===== config.mk =====
export PLATFORM = sky130hd
export DESIGN_NAME = format_string_integer_printer_core
export DESIGN_NICKNAME = d
export VERILOG_FILES = /design/src/sv/fsip_pkg.sv /design/src/sv/fsip_ctrl.sv /design/src/sv/fsip_datapath.sv /design/src/sv/format_string_integer_printer_core.sv
export SDC_FILE = /design/constraint.sdc
export NUM_CORES = 1
export LEC_CHECK = 0
export BUFFER_PORTS_ARGS = -buffer_cell sky130_fd_sc_hd__buf_2
export CAP_MARGIN = 30
export CORE_ASPECT_RATIO = 2
export CORE_MARGIN = 2
export CORE_UTILIZATION = 44
export DETAILED_ROUTE_END_ITERATION = 10
export PLACE_DENSITY_LB_ADDON = 0.3
export REMOVE_ABC_BUFFERS = 1
export SYNTH_ARGS = -nofsm -noshare
export SYNTH_HDL_FRONTEND = slang
export SYNTH_SLANG_ARGS = --single-unit

===== constraint.sdc =====
create_clock -name clk -period 4.7 [get_ports clk]
set_clock_uncertainty 0.05 [all_clocks]
set_input_delay 0.94 -clock clk [delete_from_list [all_inputs] [get_ports clk]]
set_output_delay 0.94 -clock clk [all_outputs]
set_load 0.02 [all_outputs]

===== src/sv/fsip_pkg.sv =====
// Shared types and constants for the integer format printer.
// Holds the controller/datapath command and status structures and the ASCII codes.
// Depends on nothing; every other file of the block imports it.
package fsip_pkg;

    localparam int BYTE_W   = 8;
    localparam int ARG_W    = 32;
    localparam int CSF_W    = 9;
    localparam int FW_W     = 6;
    localparam int DIG_N    = 10;
    localparam int DIG_W    = 4 * DIG_N;
    localparam int NDIG_W   = 4;
    localparam int REM_W    = 6;
    localparam int DD_BITS  = 4;
    localparam int DD_STEPS = ARG_W / DD_BITS;
    localparam int STEP_W   = $clog2(DD_STEPS);

    localparam logic [BYTE_W-1:0] ASC_SPACE   = 8'h20;
    localparam logic [BYTE_W-1:0] ASC_PERCENT = 8'h25;
    localparam logic [BYTE_W-1:0] ASC_MINUS   = 8'h2d;
    localparam logic [BYTE_W-1:0] ASC_ZERO    = 8'h30;
    localparam logic [BYTE_W-1:0] ASC_ONE     = 8'h31;
    localparam logic [BYTE_W-1:0] ASC_NINE    = 8'h39;
    localparam logic [BYTE_W-1:0] ASC_QUERY   = 8'h3f;
    localparam logic [BYTE_W-1:0] ASC_LOW_C   = 8'h63;
    localparam logic [BYTE_W-1:0] ASC_LOW_D   = 8'h64;
    localparam logic [BYTE_W-1:0] ASC_LOW_U   = 8'h75;
    localparam logic [BYTE_W-1:0] ASC_LOW_X   = 8'h78;

    localparam logic [BYTE_W-1:0] HEX_CHARS [16] = '{
        8'h30, 8'h31, 8'h32, 8'h33, 8'h34, 8'h35, 8'h36, 8'h37,
        8'h38, 8'h39, 8'h61, 8'h62, 8'h63, 8'h64, 8'h65, 8'h66
    };

    // What the byte just taken asks for.
    typedef enum logic [2:0] {
        ACT_NONE = 3'd0,
        ACT_ONE  = 3'd1,
        ACT_DEC  = 3'd2,
        ACT_HEX  = 3'd3,
        ACT_CHR  = 3'd4
    } action_t;

    // Source of the character written to the output register.
    typedef enum logic [2:0] {
        SEL_SPACE = 3'd0,
        SEL_ZERO  = 3'd1,
        SEL_MINUS = 3'd2,
        SEL_TEXT  = 3'd3,
        SEL_ONE   = 3'd4
    } char_sel_t;

    typedef struct packed {
        logic      accept;
        logic      conv_step;
        logic      size;
        logic      emit;
        char_sel_t sel;
    } dp_cmd_t;

    typedef struct packed {
        action_t action;
        logic    conv_done;
        logic    out_free;
        logic    final_char;
        logic    fill_nz;
        logic    pad_last;
        logic    pad_nz;
        logic    dig_last;
        logic    neg;
        logic    left_align;
        logic    zero_fill;
    } dp_status_t;

endpackage


===== src/sv/fsip_ctrl.sv =====
// Controller of the integer format printer: one-hot state machine over the field segments.
// Drives the datapath by dp_cmd_t and reads back dp_status_t; depends on fsip_pkg.
module fsip_ctrl (
    input  logic                 clk,
    input  logic                 rst_n,
    input  logic                 in_valid,
    output logic                 in_stall,
    output fsip_pkg::dp_cmd_t    cmd,
    input  fsip_pkg::dp_status_t status
);
    import fsip_pkg::*;

    typedef enum logic [8:0] {
        S_IDLE  = 9'b000000001,
        S_CONV  = 9'b000000010,
        S_SIZE  = 9'b000000100,
        S_LEAD  = 9'b000001000,
        S_SIGN  = 9'b000010000,
        S_ZPAD  = 9'b000100000,
        S_TEXT  = 9'b001000000,
        S_TRAIL = 9'b010000000,
        S_ONE   = 9'b100000000
    } state_t;

    state_t state_reg;
    state_t state_next;

    always_ff @(posedge clk or negedge rst_n)
    begin
        if (!rst_n)
        begin
            state_reg <= S_IDLE;
        end
        else
        begin
            state_reg <= state_next;
        end
    end

    assign in_stall = (state_reg != S_IDLE);

    always_comb
    begin
        state_next    = state_reg;
        cmd.accept    = 1'b0;
        cmd.conv_step = 1'b0;
        cmd.size      = 1'b0;
        cmd.emit      = 1'b0;
        cmd.sel       = SEL_SPACE;
        unique case (state_reg)
            S_IDLE:
            begin
                if (in_valid)
                begin
                    cmd.accept = 1'b1;
                    unique case (status.action)
                        ACT_ONE:          state_next = S_ONE;
                        ACT_DEC:          state_next = S_CONV;
                        ACT_HEX, ACT_CHR: state_next = S_SIZE;
                        default:          state_next = S_IDLE;
                    endcase
                end
            end
            S_CONV:
            begin
                cmd.conv_step = 1'b1;
                if (status.conv_done)
                begin
                    state_next = S_SIZE;
                end
            end
            S_SIZE:
            begin
                cmd.size = 1'b1;
                priority if (!status.left_align && !status.zero_fill && status.fill_nz)
                begin
                    state_next = S_LEAD;
                end
                else if (status.neg)
                begin
                    state_next = S_SIGN;
                end
                else if (!status.left_align && status.zero_fill && status.fill_nz)
                begin
                    state_next = S_ZPAD;
                end
                else
                begin
                    state_next = S_TEXT;
                end
            end
            S_LEAD:
            begin
                cmd.sel  = SEL_SPACE;
                cmd.emit = status.out_free;
                if (cmd.emit)
                begin
                    priority if (status.final_char)
                    begin
                        state_next = S_IDLE;
                    end
                    else if (status.pad_last)
                    begin
                        state_next = status.neg ? S_SIGN : S_TEXT;
                    end
                    else
                    begin
                        state_next = S_LEAD;
                    end
                end
            end
            S_SIGN:
            begin
                cmd.sel  = SEL_MINUS;
                cmd.emit = status.out_free;
                if (cmd.emit)
                begin
                    priority if (status.final_char)
                    begin
                        state_next = S_IDLE;
                    end
                    else if (!status.left_align && status.zero_fill && status.pad_nz)
                    begin
                        state_next = S_ZPAD;
                    end
                    else
                    begin
                        state_next = S_TEXT;
                    end
                end
            end
            S_ZPAD:
            begin
                cmd.sel  = SEL_ZERO;
                cmd.emit = status.out_free;
                if (cmd.emit)
                begin
                    priority if (status.final_char)
                    begin
                        state_next = S_IDLE;
                    end
                    else if (status.pad_last)
                    begin
                        state_next = S_TEXT;
                    end
                    else
                    begin
                        state_next = S_ZPAD;
                    end
                end
            end
            S_TEXT:
            begin
                cmd.sel  = SEL_TEXT;
                cmd.emit = status.out_free;
                if (cmd.emit)
                begin
                    priority if (status.final_char)
                    begin
                        state_next = S_IDLE;
                    end
                    else if (status.dig_last)
                    begin
                        state_next = S_TRAIL;
                    end
                    else
                    begin
                        state_next = S_TEXT;
                    end
                end
            end
            S_TRAIL:
            begin
                cmd.sel  = SEL_SPACE;
                cmd.emit = status.out_free;
                if (cmd.emit && status.final_char)
                begin
                    state_next = S_IDLE;
                end
            end
            S_ONE:
            begin
                cmd.sel  = SEL_ONE;
                cmd.emit = status.out_free;
                if (cmd.emit)
                begin
                    state_next = S_IDLE;
                end
            end
            default:
            begin
                state_next = S_IDLE;
            end
        endcase
    end

`ifndef SYNTHESIS
    a_emit_needs_room: assert property (@(posedge clk) disable iff (!rst_n)
        cmd.emit |-> status.out_free)
        else $error("character written while the output register was occupied");

    a_busy_after_work: assert property (@(posedge clk) disable iff (!rst_n)
        (cmd.accept && status.action != ACT_NONE) |=> in_stall)
        else $error("input not held off after a byte that produces output");

    a_sign_only_negative: assert property (@(posedge clk) disable iff (!rst_n)
        (state_reg == S_SIGN) |-> status.neg)
        else $error("minus sign segment entered for a non-negative value");
`endif

endmodule


===== src/sv/fsip_datapath.sv =====
// Datapath of the integer format printer: parse state, binary-to-BCD converter,
// field sizing counters and the output register. Depends on fsip_pkg.
module fsip_datapath #(
    parameter int OUT_LIMIT = 511,
    parameter int MAX_WIDTH = 63
) (
    input  logic                                clk,
    input  logic                                rst_n,
    input  logic [fsip_pkg::BYTE_W-1:0]         format_byte,
    input  logic [fsip_pkg::ARG_W-1:0]          argument_word,
    input  logic                                string_start,
    input  fsip_pkg::dp_cmd_t                   cmd,
    output fsip_pkg::dp_status_t                status,
    input  logic                                out_stall,
    output logic                                out_valid,
    output logic [fsip_pkg::BYTE_W-1:0]         out_char,
    output logic                                last_of_run,
    output logic [fsip_pkg::CSF_W-1:0]          chars_so_far
);
    import fsip_pkg::*;

    localparam int CNT_RAW = $clog2(OUT_LIMIT + 1);
    localparam int CNT_W   = (CNT_RAW > CSF_W) ? CNT_RAW : CSF_W;
    localparam logic [CNT_W-1:0] LIMIT = CNT_W'(OUT_LIMIT);
    localparam logic [9:0]       WSAT  = 10'(MAX_WIDTH);

    typedef enum logic [2:0] {
        PH_PLAIN = 3'b001,
        PH_FLAGS = 3'b010,
        PH_WIDTH = 3'b100
    } phase_t;

    // Parse and count state.
    phase_t             phase_reg, phase_next;
    logic               la_reg, la_next;
    logic               zf_reg, zf_next;
    logic [FW_W-1:0]    fw_reg, fw_next;
    logic [CNT_W-1:0]   count_reg, count_eff, count_inc;

    // Conversion and sizing.
    logic [ARG_W-1:0]   mag_reg;
    logic [DIG_W-1:0]   digit_reg;
    logic [STEP_W-1:0]  step_reg;
    logic               neg_reg, chr_reg;
    logic [BYTE_W-1:0]  one_char_reg, arg_char_reg;
    logic [REM_W-1:0]   pad_cnt_reg, rem_cnt_reg;
    logic [NDIG_W-1:0]  dig_idx_reg;

    // Output register.
    logic               out_valid_reg;
    logic [BYTE_W-1:0]  out_char_reg;
    logic               out_last_reg;
    logic [CSF_W-1:0]   out_csf_reg;

    // Combinational helpers.
    action_t            action;
    logic [BYTE_W-1:0]  one_char;
    logic               is_digit, do_conv, neg_in;
    logic [ARG_W-1:0]   mag_in;
    logic [9:0]         wsum;
    logic [DIG_W-1:0]   bcd_t;
    logic [ARG_W-1:0]   mag_t;
    logic [NDIG_W-1:0]  ndig;
    logic [FW_W-1:0]    total;
    logic [3:0]         cur_nib;
    logic [BYTE_W-1:0]  char_mux;

    // Byte decode against the state as it stands after any string start clear.
    always_comb
    begin
        count_eff  = string_start ? '0 : count_reg;
        phase_next = string_start ? PH_PLAIN : phase_reg;
        la_next    = string_start ? 1'b0 : la_reg;
        zf_next    = string_start ? 1'b0 : zf_reg;
        fw_next    = string_start ? '0 : fw_reg;
        action     = ACT_NONE;
        one_char   = format_byte;
        do_conv    = 1'b0;
        is_digit   = (format_byte >= ASC_ZERO) && (format_byte <= ASC_NINE);
        wsum       = ({4'b0, fw_next} << 3) + ({4'b0, fw_next} << 1)
                   + {6'b0, format_byte[3:0]};
        if (count_eff < LIMIT)
        begin
            unique case (phase_next)
                PH_FLAGS:
                begin
                    priority if (format_byte == ASC_MINUS)
                    begin
                        la_next = 1'b1;
                    end
                    else if (format_byte == ASC_ZERO)
                    begin
                        zf_next = 1'b1;
                    end
                    else if ((format_byte >= ASC_ONE) && (format_byte <= ASC_NINE))
                    begin
                        fw_next    = {2'b0, format_byte[3:0]};
                        phase_next = PH_WIDTH;
                    end
                    else
                    begin
                        do_conv = 1'b1;
                    end
                end
                PH_WIDTH:
                begin
                    if (is_digit)
                    begin
                        fw_next = (wsum > WSAT) ? FW_W'(MAX_WIDTH) : wsum[FW_W-1:0];
                    end
                    else
                    begin
                        do_conv = 1'b1;
                    end
                end
                default:
                begin
                    if (format_byte == ASC_PERCENT)
                    begin
                        phase_next = PH_FLAGS;
                        la_next    = 1'b0;
                        zf_next    = 1'b0;
                        fw_next    = '0;
                    end
                    else
                    begin
                        phase_next = PH_PLAIN;
                        action     = ACT_ONE;
                    end
                end
            endcase
            if (do_conv)
            begin
                phase_next = PH_PLAIN;
                unique case (format_byte)
                    ASC_LOW_D, ASC_LOW_U: action = ACT_DEC;
                    ASC_LOW_X:            action = ACT_HEX;
                    ASC_LOW_C:            action = ACT_CHR;
                    ASC_PERCENT:
                    begin
                        action   = ACT_ONE;
                        one_char = ASC_PERCENT;
                    end
                    default:
                    begin
                        action   = ACT_ONE;
                        one_char = ASC_QUERY;
                    end
                endcase
            end
        end
    end

    // A negative %d converts its magnitude; the most negative value maps onto itself.
    assign neg_in = do_conv && (format_byte == ASC_LOW_D) && argument_word[ARG_W-1];
    assign mag_in = neg_in ? (~argument_word + ARG_W'(1)) : argument_word;

    // Shift-and-add-three conversion, DD_BITS binary bits per cycle.
    always_comb
    begin
        bcd_t = digit_reg;
        mag_t = mag_reg;
        for (int s = 0; s < DD_BITS; s++)
        begin
            for (int k = 0; k < DIG_N; k++)
            begin
                if (bcd_t[4*k +: 4] >= 4'd5)
                begin
                    bcd_t[4*k +: 4] = bcd_t[4*k +: 4] + 4'd3;
                end
            end
            {bcd_t, mag_t} = {bcd_t[DIG_W-2:0], mag_t, 1'b0};
        end
    end

    // Significant digit count and the text length including the sign.
    always_comb
    begin
        ndig = NDIG_W'(1);
        for (int k = 0; k < DIG_N; k++)
        begin
            if (digit_reg[4*k +: 4] != 4'd0)
            begin
                ndig = NDIG_W'(k + 1);
            end
        end
        if (chr_reg)
        begin
            ndig = NDIG_W'(1);
        end
        total = FW_W'(ndig) + FW_W'(neg_reg);
    end

    always_comb
    begin
        cur_nib = 4'd0;
        for (int k = 0; k < DIG_N; k++)
        begin
            if (dig_idx_reg == NDIG_W'(k))
            begin
                cur_nib = digit_reg[4*k +: 4];
            end
        end
        unique case (cmd.sel)
            SEL_SPACE: char_mux = ASC_SPACE;
            SEL_ZERO:  char_mux = ASC_ZERO;
            SEL_MINUS: char_mux = ASC_MINUS;
            SEL_TEXT:  char_mux = chr_reg ? arg_char_reg : HEX_CHARS[cur_nib];
            SEL_ONE:   char_mux = one_char_reg;
            default:   char_mux = ASC_QUERY;
        endcase
    end

    assign count_inc = count_reg + CNT_W'(1);

    always_ff @(posedge clk or negedge rst_n)
    begin
        if (!rst_n)
        begin
            phase_reg     <= PH_PLAIN;
            la_reg        <= 1'b0;
            zf_reg        <= 1'b0;
            fw_reg        <= '0;
            count_reg     <= '0;
            step_reg      <= '0;
            pad_cnt_reg   <= '0;
            rem_cnt_reg   <= '0;
            dig_idx_reg   <= '0;
            out_valid_reg <= 1'b0;
        end
        else
        begin
            if (cmd.accept)
            begin
                phase_reg   <= phase_next;
                la_reg      <= la_next;
                zf_reg      <= zf_next;
                fw_reg      <= fw_next;
                count_reg   <= count_eff;
                step_reg    <= '0;
                rem_cnt_reg <= REM_W'(1);
            end
            else if (cmd.conv_step)
            begin
                step_reg <= step_reg + STEP_W'(1);
            end
            else if (cmd.size)
            begin
                dig_idx_reg <= ndig - NDIG_W'(1);
                if (fw_reg > total)
                begin
                    pad_cnt_reg <= fw_reg - total;
                    rem_cnt_reg <= fw_reg;
                end
                else
                begin
                    pad_cnt_reg <= '0;
                    rem_cnt_reg <= total;
                end
            end
            else if (cmd.emit)
            begin
                count_reg   <= count_inc;
                rem_cnt_reg <= rem_cnt_reg - REM_W'(1);
                if ((cmd.sel == SEL_SPACE) || (cmd.sel == SEL_ZERO))
                begin
                    pad_cnt_reg <= pad_cnt_reg - REM_W'(1);
                end
                if (cmd.sel == SEL_TEXT)
                begin
                    dig_idx_reg <= dig_idx_reg - NDIG_W'(1);
                end
            end

            if (cmd.emit)
            begin
                out_valid_reg <= 1'b1;
            end
            else if (!out_stall)
            begin
                out_valid_reg <= 1'b0;
            end
        end
    end

    always_ff @(posedge clk)
    begin
        if (cmd.accept)
        begin
            mag_reg      <= mag_in;
            neg_reg      <= neg_in;
            chr_reg      <= (action == ACT_CHR);
            one_char_reg <= one_char;
            arg_char_reg <= argument_word[BYTE_W-1:0];
            digit_reg    <= (action == ACT_HEX) ? {{(DIG_W-ARG_W){1'b0}}, argument_word} : '0;
        end
        else if (cmd.conv_step)
        begin
            digit_reg <= bcd_t;
            mag_reg   <= mag_t;
        end
        if (cmd.emit)
        begin
            out_char_reg <= char_mux;
            out_last_reg <= status.final_char;
            out_csf_reg  <= count_inc[CSF_W-1:0];
        end
    end

    assign status.action     = action;
    assign status.conv_done  = (step_reg == STEP_W'(DD_STEPS - 1));
    assign status.out_free   = !out_valid_reg || !out_stall;
    assign status.final_char = (rem_cnt_reg == REM_W'(1)) || (count_inc == LIMIT);
    assign status.fill_nz    = (fw_reg > total);
    assign status.pad_last   = (pad_cnt_reg == REM_W'(1));
    assign status.pad_nz     = (pad_cnt_reg != '0);
    assign status.dig_last   = (dig_idx_reg == '0);
    assign status.neg        = neg_reg;
    assign status.left_align = la_reg;
    assign status.zero_fill  = zf_reg;

    assign out_valid    = out_valid_reg;
    assign out_char     = out_char_reg;
    assign last_of_run  = out_last_reg;
    assign chars_so_far = out_csf_reg;

`ifndef SYNTHESIS
    a_emit_below_limit: assert property (@(posedge clk) disable iff (!rst_n)
        cmd.emit |-> (count_reg < LIMIT))
        else $error("character written after the per-string limit was reached");

    a_emit_has_budget: assert property (@(posedge clk) disable iff (!rst_n)
        cmd.emit |-> (rem_cnt_reg != '0))
        else $error("character written with no characters left in the field");

    a_start_clears_count: assert property (@(posedge clk) disable iff (!rst_n)
        (cmd.accept && string_start) |=> (count_reg == '0))
        else $error("string start did not clear the character count");
`endif

endmodule


===== src/sv/format_string_integer_printer_core.sv =====
// A plain byte, literal percent or unknown conversion passes through the S_ONE state into the output
// register. Flag and width bytes keep in_stall low; a byte that produces output holds in_stall until
// its last character is written. %d and %u go through the binary-to-BCD converter and a sizing step,
// then one character goes out per cycle while the output is not stalled; %x and %c skip the converter.
// Reset (rst_n, asynchronous, active low) clears parse state, count and the output valid.
// There is no clearing pass; the block can accept a beat as soon as reset is released.
module format_string_integer_printer_core #(
    parameter int OUT_LIMIT = 511,
    parameter int MAX_WIDTH = 63
) (
    input  logic                        clk,
    input  logic                        rst_n,
    input  logic                        in_valid,
    output logic                        in_stall,
    input  logic [fsip_pkg::BYTE_W-1:0] format_byte,
    input  logic [fsip_pkg::ARG_W-1:0]  argument_word,
    input  logic                        string_start,
    output logic                        out_valid,
    input  logic                        out_stall,
    output logic [fsip_pkg::BYTE_W-1:0] out_char,
    output logic                        last_of_run,
    output logic [fsip_pkg::CSF_W-1:0]  chars_so_far
);
    import fsip_pkg::*;

    // The controller walks each field through its segments: leading spaces, sign,
    // zero padding, the digits or character, and trailing spaces. The datapath holds
    // the format parse state, converts the argument and counts what is left to send.
    dp_cmd_t    cmd;
    dp_status_t status;

    fsip_ctrl u_ctrl (
        .clk      (clk),
        .rst_n    (rst_n),
        .in_valid (in_valid),
        .in_stall (in_stall),
        .cmd      (cmd),
        .status   (status)
    );

    // The output register decouples the two sides: a new input beat is taken while
    // the last character of the previous one still waits to be collected.
    fsip_datapath #(
        .OUT_LIMIT (OUT_LIMIT),
        .MAX_WIDTH (MAX_WIDTH)
    ) u_datapath (
        .clk           (clk),
        .rst_n         (rst_n),
        .format_byte   (format_byte),
        .argument_word (argument_word),
        .string_start  (string_start),
        .cmd           (cmd),
        .status        (status),
        .out_stall     (out_stall),
        .out_valid     (out_valid),
        .out_char      (out_char),
        .last_of_run   (last_of_run),
        .chars_so_far  (chars_so_far)
    );

endmodule

==> reports/qor.yml <==
run_status:
  status: "finished clean"
yosys:
  yosysMostFrequentCell: "nand2_1"
  synth_commonest_cells: "199 x nand2_1, 148 x o21ai_0, 127 x inv_1, 114 x ha_1, 108 x edfxtp_1"
  synth_ff_type: "edfxtp_1"
  synthAdderAreaFrac_pct: 10.89
  synth_area_um2: 13650
  synth_top_family_by_area: "simple AND/OR/NAND/NOR gates"
  ys_seq_elements: 157
  yosysSeqAreaShare_pct: 32.76
  synth-edff-count: 108
  synth_xor_area_share_pct: 5.326
  synth_cells: 1593
  avgSynthCellArea_um2: 8.568
  yosys_warnings: 0
  yosys-top-cells-area: "edfxtp_1 24%, ha_1 10%, dfrtp_1 8.6%"
  ys_async_sr_fraction_pct: 31.21
  synth_simple_gate_area_share_pct: 20.65
  synth_compound_area_share_pct: 19.18
  netlist.area_leader.share_pct: 23.76
  synth_largest_area_cell: "edfxtp_1"
  ys_types: 86
  synth_mux_area_share_pct: 5.931
detailed_routing:
  first_pass_iters: 9
  drt_iter0_drc: 564
  drt-total-wl_um: 37790
  ant_nets: 0
  wl_per_cell_um: 18.02
  vias_per_cell: 5.776
  route.detailed.drc: 0
  vias: 12110
min_path:
  min_path_type: "flop to flop"
global_routing:
  use_met2_pct: 44.88
  grt.busiest_layer: "met2"
  grt_pass1_vias: 12070
  grt_max_degree: 73
  met3_usage_pct: 2.704
  grt_pass1_wl_um: 59510
  grtUsageMet1_pct: 23.44
  grt_overflow: 0
  track_usage_pct: 23.25
  antenna_found_initial: 0
clock_network:
  clock_sinks: 157
  insertion_delay_ns: 0.46
  clock_tree.buffer_depth: 2
  htreeDepth: 4
  cts_buffers: 17
  cts-root-buf: "clkbuf_16"
  cts_tree: "done"
  cts.clk_slew.worst_paths_ns: 0.08
critical_path:
  crit_start: "u_datapath.digit_reg[37]"
  arrival_ns: 4.65
  crit_fanout: 3
  cp-end-kind: "flop"
  rr_endpoint: "u_datapath.digit_reg[37]"
  r2r_start: "u_datapath.digit_reg[37]"
  critPathLaunchType: "flop"
  critical_path.endpoint: "u_datapath.digit_reg[37]"
  path_class: "flop to flop"
  r2r_cells: 23
  reg2reg_slack_ns: 0.21
  critPathRequiredTime_ns: 4.86
layout:
  finalInstanceArea_um2: 16030
  fin_nets: 1874
  largest_register_ffs: 40
  num_antenna_cells: 0
  syn2layout_area_growth_pct: 17.43
  drive_gt1_share_pct: 19.88
die:
  initial_utilization_pct: 44.40
  die_y_um: 253.1
  io_pins: 65
  floorplan.rows: 91
  core_um2: 30740
  dieWidth_um: 128.5
  die_area_um2: 32530
flow_run:
  drv_cap: 0
sta:
  tightest_slew_ns: 0.8259
  slew_headroom_pct: 44.47
  setup_ws_ns: 0.2080
  hold_viol: 0
  finalSetupViolCount: 0
  drv_slew: 0
  tns_ns: 0
  period_needed_ns: 4.492
  post-route-period-util_pct: 95.58
  max_freq_ghz: 0.2226
  rsz0062_at_grt: "true"
placed_design:
  hpwl_um: 28670
  dp_slack_ns: -0.1447
  placed_cell_area_um2: 14750
  gp_routability_congestion: 0.8920
  io_buffers: 64
## per-layer routing
metal	wire [um]	part of all wire (%)	vias up
li1	-	-	5936
met1	13490	36	5788
met2	21240	56	284
met3	1006	2.7	104
met4	2050	5.4	0
met5	0	0	-
## stage by stage
stage / instances / hold slack, ns / util (%)
after global placement: 2038 / 0.4336 / 47.89
after floorplan: 1536 / 0.4143 / -
final: 2097 / 0.4638 / 52.13
after detailed placement: 2039 / 0.4383 / 47.98
after CTS: 2077 / 0.4569 / 50.27
after global routing: 2097 / 0.4773 / 52.13
## cell type report
class,count,area (um^2)
Clock buffer,17,425.4
Clock inverter,15,163.9
Fill cell,2857,14720
Inverter,128,480.5
Multi-Input combinational cell,1251,8969
Sequential cell,157,4472
Tap cell,372,465.4
Timing Repair Buffer,157,1051
## timing repair
| action | CTS | global route |
|---|---|---|
| hold buffers | 0 | 0 |
| pin swaps | 3 | 27 |
| endpoints found under the setup margin | 18 | 37 |
| setup buffers | 6 | 20 |
| resized for setup | 19 | 100 |
## cells by family (layout without fill, tap and decap cells)
logic type / Yosys count / in the layout
DFF: 157 / 157
AOI/OAI and AO/OA: 409 / 409
xor gates and xnor gates: 83 / 83
muxes: 79 / 79
other: 1 / 1
buffers and inverters: 185 / 317
adders and majority gates: 117 / 117
and+or+nand+nor: 562 / 562
## critical path, stage by stage, from the launching register on
cell and delay (ns):
edfxtp_1 0.40, inv_2 0.07, ha_1 0.17, nand2b_1 0.15, a21o_1 0.21, xnor2_2 0.21
inv_2 0.06, ha_2 0.19, nor2b_1 0.15, a211o_1 0.25, and2_4 0.19, xnor2_4 0.17
ha_2 0.18, nand2b_1 0.12, nand2_1 0.08, a2111oi_2 0.29, a41oi_1 0.11, and3_4 0.25
xor2_4 0.19, ha_2 0.20, nor2b_1 0.12, o21a_1 0.20, xnor2_1 0.14, nor2_1 0.05
## how the worst min path moves through the flow
stage                         startpoint  cells past startpoint                         to
6_report       u_datapath.pad_cnt_reg[5]                      1  u_datapath.pad_cnt_reg[5]
5_1_grt        u_datapath.pad_cnt_reg[5]                      1  u_datapath.pad_cnt_reg[5]
4_1_cts           u_datapath.step_reg[0]                      1     u_datapath.step_reg[0]
3_5_place_dp   u_datapath.pad_cnt_reg[5]                      1  u_datapath.pad_cnt_reg[5]
3_3_place_gp   u_datapath.pad_cnt_reg[5]                      1  u_datapath.pad_cnt_reg[5]
2_1_floorplan  u_datapath.pad_cnt_reg[5]                      1  u_datapath.pad_cnt_reg[5]
## cells in the final DEF (no fill, tap or decap), types with 40 or more instances in the layout
master and count:
edfxtp_1 108, buf_4 91, ha_1 98, nor2_1 100, dfrtp_1 47, nand2_1 192
inv_1 115, xnor2_1 41, mux2i_1 64, nand2b_1 40, o21ai_0 142, a21oi_1 76
buf_2 64
Power is not shown: default switching activity piles up to over one toggle a cycle in this logic, so the estimate is an artifact.
